`config.mk`:
```
export PLATFORM = sky130hd
export DESIGN_NAME = expiring_id_table_flat
export DESIGN_NICKNAME = d
export VERILOG_FILES = /design/src/eit_pkg.sv /design/src/eit_in_if.sv /design/src/eit_out_if.sv /design/src/expiring_id_table.sv /design/src/flat_wrapper.sv
export SDC_FILE = /design/constraint.sdc
export NUM_CORES = 2
export LEC_CHECK = 0
export ABC_AREA = 1
export BUFFER_PORTS_ARGS = -buffer_cell sky130_fd_sc_hd__buf_2
export CORE_ASPECT_RATIO = 0.8
export CORE_UTILIZATION = 35
export DETAILED_ROUTE_END_ITERATION = 8
export PLACE_DENSITY = 0.61
export SETUP_SLACK_MARGIN = 0.02
export SYNTH_ARGS = -nofsm -noshare
export SYNTH_HDL_FRONTEND = slang
export SYNTH_SLANG_ARGS = --single-unit
```
`constraint.sdc`:
```
create_clock -name i_clk -period 10 [get_ports i_clk]
set_input_delay 1 -clock i_clk [delete_from_list [all_inputs] [get_ports i_clk]]
set_output_delay 1 -clock i_clk [all_outputs]
set_load 0.01 [all_outputs]
```
`src/eit_pkg.sv`:
```
// Package with the constants, codes and types shared by the expiring id table.
package eit_pkg;

    // Table geometry and limits.
    localparam int TABLE_DEPTH = 16;
    localparam int MAX_RESULTS = 16;
    localparam int IDX_W       = (TABLE_DEPTH > 1) ? $clog2(TABLE_DEPTH) : 1;
    localparam int CNT_W       = $clog2(TABLE_DEPTH + 1);
    localparam int RES_CNT_W   = $clog2(MAX_RESULTS + 1);

    // Field widths of the channel payloads.
    localparam int KIND_W   = 2;
    localparam int ID_W     = 32;
    localparam int TMO_W    = 31;
    localparam int TIME_W   = 48;
    localparam int REASON_W = 2;
    localparam int EVENT_W  = 2;

    // Item kinds.
    localparam logic [KIND_W-1:0] KIND_ADD   = 2'd0;
    localparam logic [KIND_W-1:0] KIND_CLOSE = 2'd1;
    localparam logic [KIND_W-1:0] KIND_TICK  = 2'd2;

    // Result events.
    localparam logic [EVENT_W-1:0] EV_ADDED    = 2'd0;
    localparam logic [EVENT_W-1:0] EV_REPLACED = 2'd1;
    localparam logic [EVENT_W-1:0] EV_CLOSED   = 2'd2;
    localparam logic [EVENT_W-1:0] EV_FULL     = 2'd3;

    // Close reasons; add events report the expired code as a neutral value.
    localparam logic [REASON_W-1:0] RSN_EXPIRED = 2'd0;
    localparam logic [REASON_W-1:0] RSN_NONE    = 2'd0;

    // One table entry as held in the memory.
    typedef struct packed {
        logic [ID_W-1:0]   id;
        logic [TIME_W-1:0] expiry;
    } t_entry;

    // One result waiting for its last flag.
    typedef struct packed {
        logic [EVENT_W-1:0]  ev;
        logic [ID_W-1:0]     id;
        logic [REASON_W-1:0] rsn;
    } t_result;

    // Sequencer states.
    typedef enum logic [1:0] {
        ST_IDLE,
        ST_SCAN,
        ST_FLUSH
    } t_state;

endpackage

```
`src/eit_in_if.sv`:
```
// Input channel interface of the expiring id table.
interface eit_in_if;
    logic                          valid;
    logic                          ready;
    logic [eit_pkg::KIND_W-1:0]    kind;
    logic [eit_pkg::ID_W-1:0]      note_id;
    logic [eit_pkg::TMO_W-1:0]     timeout_ms;
    logic [eit_pkg::TIME_W-1:0]    now_ms;
    logic [eit_pkg::REASON_W-1:0]  close_reason;

    modport source (
        output valid, kind, note_id, timeout_ms, now_ms, close_reason,
        input  ready
    );
    modport sink (
        input  valid, kind, note_id, timeout_ms, now_ms, close_reason,
        output ready
    );
endinterface

```
`src/eit_out_if.sv`:
```
// Result channel interface of the expiring id table.
interface eit_out_if;
    logic                          valid;
    logic                          ready;
    logic [eit_pkg::EVENT_W-1:0]   event_res;
    logic [eit_pkg::ID_W-1:0]      entry_id;
    logic [eit_pkg::REASON_W-1:0]  reason;
    logic                          last;

    modport source (
        output valid, event_res, entry_id, reason, last,
        input  ready
    );
    modport sink (
        input  valid, event_res, entry_id, reason, last,
        output ready
    );
endinterface

```
`src/expiring_id_table.sv`:
```
// Expiring id table: ordered id/expiry table in a memory, scanned one slot per cycle
// unless a new result meets a held pending result and an unaccepted output beat. Items are
// taken one at a time: the next is accepted only once the last result of the previous one
// is in the output register. Synchronous active-low reset empties the table and clears the
// sequencer and channel state at once; the memory contents are left and never read unwritten.
module expiring_id_table (
    input  logic           i_clk,
    input  logic           i_rst_n,
    eit_in_if.sink         i_in,
    eit_out_if.source      o_out
);
    import eit_pkg::*;

    // Table memory and its registered read port.
    t_entry r_mem [TABLE_DEPTH];
    t_entry r_rd_data;

    // Sequencer and scan state.
    t_state               r_state, n_state;
    logic [CNT_W-1:0]     r_cnt, n_cnt;
    logic [CNT_W-1:0]     r_ri, n_ri;
    logic [CNT_W-1:0]     r_wr, n_wr;
    logic                 r_dv, n_dv;
    logic                 r_found, n_found;
    logic [RES_CNT_W-1:0] r_n, n_n;

    // Captured item.
    logic [KIND_W-1:0]    r_kind;
    logic [ID_W-1:0]      r_id;
    logic [TIME_W-1:0]    r_now;
    logic [REASON_W-1:0]  r_rsn;
    logic [TIME_W-1:0]    r_exp;
    logic [TIME_W-1:0]    in_exp;
    logic [TIME_W:0]      exp_sum;

    // Pending result and output register.
    t_result              r_pend, n_pend;
    logic                 r_pend_vld, n_pend_vld;
    t_result              r_out, n_out;
    logic                 r_out_last, n_out_last;
    logic                 r_out_vld, n_out_vld;

    // Memory port controls.
    logic                 rd_en;
    logic [IDX_W-1:0]     rd_addr;
    logic                 wr_en;
    logic [IDX_W-1:0]     wr_addr;
    t_entry               wr_data;
    logic [CNT_W-1:0]     cur_idx;

    // Decisions on the slot currently read out.
    logic                 in_acc;
    logic                 out_free;
    logic                 hit_add;
    logic                 hit_close;
    logic                 hit_tick;
    logic                 do_remove;
    logic                 res_new;
    logic                 stall;
    logic                 scan_done;

    assign in_acc     = i_in.valid && i_in.ready;
    assign i_in.ready = (r_state == ST_IDLE);
    assign out_free   = !r_out_vld || o_out.ready;

    assign o_out.valid     = r_out_vld;
    assign o_out.event_res = r_out.ev;
    assign o_out.entry_id  = r_out.id;
    assign o_out.reason    = r_out.rsn;
    assign o_out.last      = r_out_last;

    // Absolute expiry of an add, zero for a zero timeout, saturating at the top of the time range.
    assign exp_sum = {1'b0, i_in.now_ms} + (TIME_W + 1)'(i_in.timeout_ms);
    always_comb begin
        if (i_in.timeout_ms == '0) begin
            in_exp = '0;
        end else if (exp_sum[TIME_W]) begin
            in_exp = '1;
        end else begin
            in_exp = exp_sum[TIME_W-1:0];
        end
    end

    // Classification of the slot whose data has just come out of the memory.
    assign hit_add   = (r_state == ST_SCAN) && r_dv && (r_kind == KIND_ADD)
                       && (r_id != '0) && (r_rd_data.id == r_id);
    assign hit_close = (r_state == ST_SCAN) && r_dv && (r_kind == KIND_CLOSE)
                       && !r_found && (r_rd_data.id == r_id);
    assign hit_tick  = (r_state == ST_SCAN) && r_dv && (r_kind == KIND_TICK)
                       && (r_rd_data.expiry != '0) && (r_rd_data.expiry <= r_now)
                       && (r_n < RES_CNT_W'(MAX_RESULTS));
    assign do_remove = hit_close || hit_tick;
    assign res_new   = hit_add || do_remove;
    assign stall     = res_new && r_pend_vld && !out_free;
    assign scan_done = (r_state == ST_SCAN) && !r_dv && (r_ri == r_cnt);
    assign cur_idx   = r_ri - CNT_W'(1);
    assign rd_addr   = r_ri[IDX_W-1:0];

    // Next state.
    always_comb begin
        n_state = r_state;
        case (r_state)
            ST_IDLE: begin
                if (in_acc) begin
                    if (i_in.kind == KIND_ADD || i_in.kind == KIND_CLOSE
                        || i_in.kind == KIND_TICK) begin
                        n_state = ST_SCAN;
                    end else begin
                        n_state = ST_FLUSH;
                    end
                end
            end
            ST_SCAN: begin
                if (hit_add || scan_done) begin
                    n_state = ST_FLUSH;
                end
            end
            ST_FLUSH: begin
                if (!r_pend_vld || out_free) begin
                    n_state = ST_IDLE;
                end
            end
            default: begin
                n_state = ST_IDLE;
            end
        endcase
    end

    // Scan datapath, memory controls and result registers.
    always_comb begin
        n_cnt      = r_cnt;
        n_ri       = r_ri;
        n_wr       = r_wr;
        n_dv       = r_dv;
        n_found    = r_found;
        n_n        = r_n;
        n_pend     = r_pend;
        n_pend_vld = r_pend_vld;
        n_out      = r_out;
        n_out_last = r_out_last;
        n_out_vld  = r_out_vld;
        rd_en      = 1'b0;
        wr_en      = 1'b0;
        wr_addr    = r_wr[IDX_W-1:0];
        wr_data    = r_rd_data;

        if (o_out.ready) begin
            n_out_vld = 1'b0;
        end

        case (r_state)
            ST_IDLE: begin
                n_ri    = '0;
                n_wr    = '0;
                n_dv    = 1'b0;
                n_found = 1'b0;
                n_n     = '0;
            end
            ST_SCAN: begin
                if (!stall) begin
                    rd_en = (r_ri < r_cnt) && !hit_add;
                    n_ri  = r_ri + CNT_W'(rd_en);
                    n_dv  = rd_en;

                    // A new result pushes the previous one out as a non-final beat.
                    if (res_new && r_pend_vld) begin
                        n_out      = r_pend;
                        n_out_last = 1'b0;
                        n_out_vld  = 1'b1;
                    end

                    if (hit_add) begin
                        // Replace the expiry in place.
                        wr_en      = 1'b1;
                        wr_addr    = cur_idx[IDX_W-1:0];
                        wr_data    = '{id: r_id, expiry: r_exp};
                        n_pend     = '{ev: EV_REPLACED, id: r_id, rsn: RSN_NONE};
                        n_pend_vld = 1'b1;
                    end else if (do_remove) begin
                        n_pend.ev  = EV_CLOSED;
                        n_pend.id  = r_rd_data.id;
                        n_pend.rsn = hit_close ? r_rsn : RSN_EXPIRED;
                        n_pend_vld = 1'b1;
                        n_found    = 1'b1;
                        n_n        = r_n + RES_CNT_W'(1);
                    end else if (r_dv && (r_kind != KIND_ADD)) begin
                        // Kept entry is compacted down to the write pointer.
                        wr_en = 1'b1;
                        n_wr  = r_wr + CNT_W'(1);
                    end
                end

                // End of scan: append an unmatched add if there is room (else report full), else take the kept count.
                if (scan_done) begin
                    if (r_kind == KIND_ADD) begin
                        n_pend_vld = 1'b1;
                        if (r_cnt < CNT_W'(TABLE_DEPTH)) begin
                            wr_en   = 1'b1;
                            wr_addr = r_cnt[IDX_W-1:0];
                            wr_data = '{id: r_id, expiry: r_exp};
                            n_cnt   = r_cnt + CNT_W'(1);
                            n_pend  = '{ev: EV_ADDED, id: r_id, rsn: RSN_NONE};
                        end else begin
                            n_pend  = '{ev: EV_FULL, id: r_id, rsn: RSN_NONE};
                        end
                    end else begin
                        n_cnt = r_wr;
                    end
                end
            end
            ST_FLUSH: begin
                n_dv = 1'b0;
                if (r_pend_vld && out_free) begin
                    n_out      = r_pend;
                    n_out_last = 1'b1;
                    n_out_vld  = 1'b1;
                    n_pend_vld = 1'b0;
                end
            end
            default: begin
                n_dv = 1'b0;
            end
        endcase
    end

    // Table memory: one write port, one registered read port.
    always_ff @(posedge i_clk) begin
        if (wr_en) begin
            r_mem[wr_addr] <= wr_data;
        end
        if (rd_en) begin
            r_rd_data <= r_mem[rd_addr];
        end
    end

    // Control registers.
    always_ff @(posedge i_clk) begin
        if (!i_rst_n) begin
            r_state    <= ST_IDLE;
            r_cnt      <= '0;
            r_dv       <= 1'b0;
            r_pend_vld <= 1'b0;
            r_out_vld  <= 1'b0;
            r_ri       <= '0;
            r_wr       <= '0;
            r_found    <= 1'b0;
            r_n        <= '0;
        end else begin
            r_state    <= n_state;
            r_cnt      <= n_cnt;
            r_dv       <= n_dv;
            r_pend_vld <= n_pend_vld;
            r_out_vld  <= n_out_vld;
            r_ri       <= n_ri;
            r_wr       <= n_wr;
            r_found    <= n_found;
            r_n        <= n_n;
        end
    end

    // Payload registers.
    always_ff @(posedge i_clk) begin
        r_pend     <= n_pend;
        r_out      <= n_out;
        r_out_last <= n_out_last;
        if (in_acc) begin
            r_kind <= i_in.kind;
            r_id   <= i_in.note_id;
            r_now  <= i_in.now_ms;
            r_rsn  <= i_in.close_reason;
            r_exp  <= in_exp;
        end
    end

endmodule

```
`src/flat_wrapper.sv`:
```
// flat-port wrapper written by rule: the top's interface ports become plain ports
module expiring_id_table_flat import eit_pkg::*;
  (i_clk, i_rst_n, i_in_valid, i_in_kind, i_in_note_id, i_in_timeout_ms, i_in_now_ms, i_in_close_reason, i_in_ready, o_out_valid, o_out_event_res, o_out_entry_id, o_out_reason, o_out_last, o_out_ready);
  eit_in_if i_in_i ();
  eit_out_if o_out_i ();
  input  logic i_clk;
  input  logic i_rst_n;
  input wire logic [$bits(i_in_i.valid)-1:0] i_in_valid;
  input wire logic [$bits(i_in_i.kind)-1:0] i_in_kind;
  input wire logic [$bits(i_in_i.note_id)-1:0] i_in_note_id;
  input wire logic [$bits(i_in_i.timeout_ms)-1:0] i_in_timeout_ms;
  input wire logic [$bits(i_in_i.now_ms)-1:0] i_in_now_ms;
  input wire logic [$bits(i_in_i.close_reason)-1:0] i_in_close_reason;
  output wire logic [$bits(i_in_i.ready)-1:0] i_in_ready;
  output wire logic [$bits(o_out_i.valid)-1:0] o_out_valid;
  output wire logic [$bits(o_out_i.event_res)-1:0] o_out_event_res;
  output wire logic [$bits(o_out_i.entry_id)-1:0] o_out_entry_id;
  output wire logic [$bits(o_out_i.reason)-1:0] o_out_reason;
  output wire logic [$bits(o_out_i.last)-1:0] o_out_last;
  input wire logic [$bits(o_out_i.ready)-1:0] o_out_ready;
  assign i_in_i.valid = i_in_valid;
  assign i_in_i.kind = i_in_kind;
  assign i_in_i.note_id = i_in_note_id;
  assign i_in_i.timeout_ms = i_in_timeout_ms;
  assign i_in_i.now_ms = i_in_now_ms;
  assign i_in_i.close_reason = i_in_close_reason;
  assign i_in_ready = i_in_i.ready;
  assign o_out_valid = o_out_i.valid;
  assign o_out_event_res = o_out_i.event_res;
  assign o_out_entry_id = o_out_i.entry_id;
  assign o_out_reason = o_out_i.reason;
  assign o_out_last = o_out_i.last;
  assign o_out_i.ready = o_out_ready;
  expiring_id_table u_core (.i_clk(i_clk), .i_rst_n(i_rst_n), .i_in(i_in_i), .o_out(o_out_i));
endmodule
```
==> results.yml <==
clocking:
  cts.sinks: 1591
  cts_tree: "done"
  cts_buffers: 154
  cts_htree_levels: 4
  clock_latency_ns: 0.79
  cts_root_buffer: "clkbuf_16"
  holdBufCountCts: 0
  clk_pin_slew_ns: 0.06
  ctsLongestPathBuffers: 3
  cts_setup_buffers: 0
  cts_resized: 0
timing:
  period_needed_ns: 8.02
  rsz0062_at_grt: "no"
  tns_ns: 0
  tightest_slew_ns: 1.36
  hold_viol: 0
  final-max-slew-violation-count: 0
  maxSlewHeadroom_pct: 8.29
  timing.hold.ws_ns: 0.401
  setup_viol_count_final: 0
  fin_skew_ns: 0.0355
  fin_crit_sh_pct: 80.2
  max_freq_ghz: 0.125
cells_and_area:
  final_common_cell: "edfxtp_1"
  fin_util_pct: 39.9
  syn_to_final_growth_pct: 12.8
  drive_gt1_share_pct: 9.46
  layout_common_cells: "1565 x edfxtp_1, 848 x o21ai_0, 779 x nor2_1"
  fin_area_sq_um: 76000
  insertedDiodeCount: 0
  num-nets-final: 5941
route:
  drt-initial-drc-count: 6013
  routedWlPerCell_um: 22.9
  vias: 45800
  wl_um: 192000
  drcViolationCount: 0
  antenna_left: 0
  viasPerCell: 5.46
  first_pass_iters: 6
pwr:
  pwr_density_cell_nw_per_um2: 242
  p_sw_mw: 5.68
  seqPwrFrac_pct: 48.9
  ir_drop_uv: 192
  swShare_pct: 30.9
  power.leakage_nw: 25.8
  p_total_mw: 18.4
  p_int_mw: 12.7
  comb_power_share_pct: 20.5
  clkPwrFrac_pct: 30.6
placed_design:
  gp_congestion: 0.899
  placed_area_sq_um: 71200
  hpwl_um: 109000
  io_buffers: 157
global_routing:
  grtUsageTotal_pct: 19.3
  grt_max_degree: 218
  grt_pass1_wl_um: 282000
  grt.overflow.total: 0
  antenna_found_initial: 5
  grt_pass1_vias: 42600
worst_setup_path:
  r2r-start: "u_core.r_ri[0]$_SDFFE_PN0P_"
  arrival_ns: 8.42
  r2r_cells: 19
  rrSetupSlack_ns: 1.98
  cp_max_fo: 139
  setup.worst_path.end_class: "flop"
  critical_path.startpoint_type: "flop"
  worstReg2RegEnd: "u_core.r_mem[14][32]$_DFFE_PP_"
  required_ns: 10.40
  worstSetupPathType: "flop to flop"
floorplanning:
  num_rows: 143
  design.core.area_sq_um: 191000
  die-area_sq_um: 194000
  initial_utilization_pct: 35.3
  die_x_um: 492
  io_pins: 158
  die_height_um: 394
yosys:
  seq_area_frac_synth_pct: 70.5
  synth_fp_nets: 5858
  synthCells: 5645
  synth_area_leaders: "edfxtp_1 70%, o21ai_0 6.3%, nor2_1 4.5%, nand2_1 3.7%, o22ai_1 1.8%"
  yosysTopAreaCell: "edfxtp_1"
  ys_ff_latch: 1591
  avgSynthCellArea_sq_um: 11.9
  ys_warn_count: 0
  yosysTopAreaCellShare_pct: 69.8
  synth_edf_count: 1565
  syn_area_sq_um: 67400
  ys_types: 49
  synthFlopType: "edfxtp_1"
  synth-async-reset-ratio_pct: 0
min_path:
  hold_path_end: "u_core.r_id[0]$_DFFE_PP_"
  worstHoldStart: "i_in_note_id[0]"
  hp-class: "primary input to flop"
  holdPathStages: 1
run:
  maxCapViolCount: 0
outcome:
  outcome: "complete, no violations"
[power by group through the flow]
stage                     Sequential, mW  Clock (mW)  Combinational (mW)
final                               8.99        5.61                3.77
after global routing                9.02        5.94                4.13
after CTS                           8.98        5.70                3.71
after detailed placement            9.12           0                3.70
after global placement              9.11           0                3.61
after floorplan                     9.02           0                2.23
[flip-flops by register name, summed over array words and instances (netlist names), 2 cells and up]
name                    count
u_core.o_out.entry_id      32
u_core.o_out.event_res      2
u_core.o_out.reason         2
u_core.r_cnt                5
u_core.r_exp               48
u_core.r_id                32
u_core.r_kind               2
u_core.r_mem             1280
u_core.r_n                  5
u_core.r_now               48
u_core.r_pend              36
u_core.r_rd_data           80
u_core.r_ri                 5
u_core.r_rsn                2
u_core.r_state              2
u_core.r_wr                 5
[stage by stage]
stage / setup WS (ns) / instances
floorplan: 3.05 / 5645
global placement: 2.30 / 8108
detailed placement: 2.20 / 8108
CTS: 2.19 / 8381
global route: 1.55 / 8382
finish: 1.98 / 8382
[area by class of cell]
type | instances | area [sq um]
Timing Repair Buffer | 259 | 1780
Multi-Input combinational cell | 3438 | 17600
Clock inverter | 82 | 697
Fill cell | 17800 | 115000
Clock buffer | 191 | 4060
Inverter | 284 | 1090
Sequential cell | 1591 | 47500
Tap cell | 2537 | 3170
[cell usage after synthesis, types with 4 or more instances]
| cell | number |
|---|---|
| edfxtp_1 | 1565 |
| o21ai_0 | 854 |
| nor2_1 | 799 |
| nand2_1 | 657 |
| clkbuf_1 | 282 |
| inv_1 | 268 |
| a21oi_1 | 243 |
| o22ai_1 | 199 |
| nand3_1 | 183 |
| o221ai_1 | 134 |
| ha_1 | 93 |
| o211ai_1 | 38 |
| xor2_1 | 34 |
| o21ai_1 | 30 |
| nand4_1 | 27 |
| dfxtp_1 | 26 |
| nor3_1 | 26 |
| buf_1 | 23 |
| xnor2_1 | 22 |
| nor4_1 | 21 |
| buf_2 | 19 |
| a31oi_1 | 13 |
| inv_2 | 13 |
| nand2_2 | 8 |
| buf_4 | 6 |
| nand3_2 | 6 |
| a21o_1 | 4 |
| nand2_4 | 4 |
| nand3b_1 | 4 |
| o21a_1 | 4 |
| o31ai_1 | 4 |
[critical path: stages (launching register included)]
cell and delay, ns:
dfxtp_4 0.95, inv_8 0.42, ha_1 0.52, nand3_1 0.09, nor2_2 0.10, buf_4 0.29
inv_2 0.24, nor2_2 0.53, inv_2 0.47, nor2_2 0.17, buf_4 0.32, clkinv_2 0.72
nand2_4 0.43, inv_2 0.12, nand2_1 0.15, inv_1 0.09, nor2_4 0.13, nand2_2 0.15
nor2_4 1.00, buf_12 0.48
[worst max path at each step]
stage | start | to | slack, ns | cells past startpoint
floorplan | u_core.r_state[1]$_SDFFE_PN0P_ | u_core.r_mem[10][0]$_DFFE_PP_ | 3.05 | 16
global placement | u_core.r_ri[0]$_SDFFE_PN0P_ | u_core.r_mem[14][22]$_DFFE_PP_ | 2.30 | 19
detailed placement | u_core.r_ri[0]$_SDFFE_PN0P_ | u_core.r_mem[14][22]$_DFFE_PP_ | 2.20 | 19
CTS | u_core.r_ri[0]$_SDFFE_PN0P_ | u_core.r_mem[14][25]$_DFFE_PP_ | 2.19 | 19
global route | u_core.r_ri[0]$_SDFFE_PN0P_ | u_core.r_mem[14][37]$_DFFE_PP_ | 1.55 | 19
finish | u_core.r_ri[0]$_SDFFE_PN0P_ | u_core.r_mem[14][32]$_DFFE_PP_ | 1.98 | 19
[kinds of logic (layout without fill, tap and decap cells)]
logic type | after synthesis | after routing | share of synthesized area [%]
AND/OR/NAND/NOR | 1749 | 1749 | 10.6
XOR/XNOR | 56 | 56 | 0.728
AO/OA/AOI/OAI | 1539 | 1539 | 12.9
adder cells (fa/ha/maj) | 94 | 94 | 1.76
buffers and inverters | 616 | 816 | 3.52
flip-flops | 1591 | 1591 | 70.5
[layer usage]
layer	up-vias	GRT usage (%)	wire length [um]
met5	-	0	0
met4	0	5.10	4120
met3	284	3.47	17900
met2	2237	28.4	83500
met1	22500	28.9	86500
li1	20800	-	-
(Power assumes the default switching activity.)
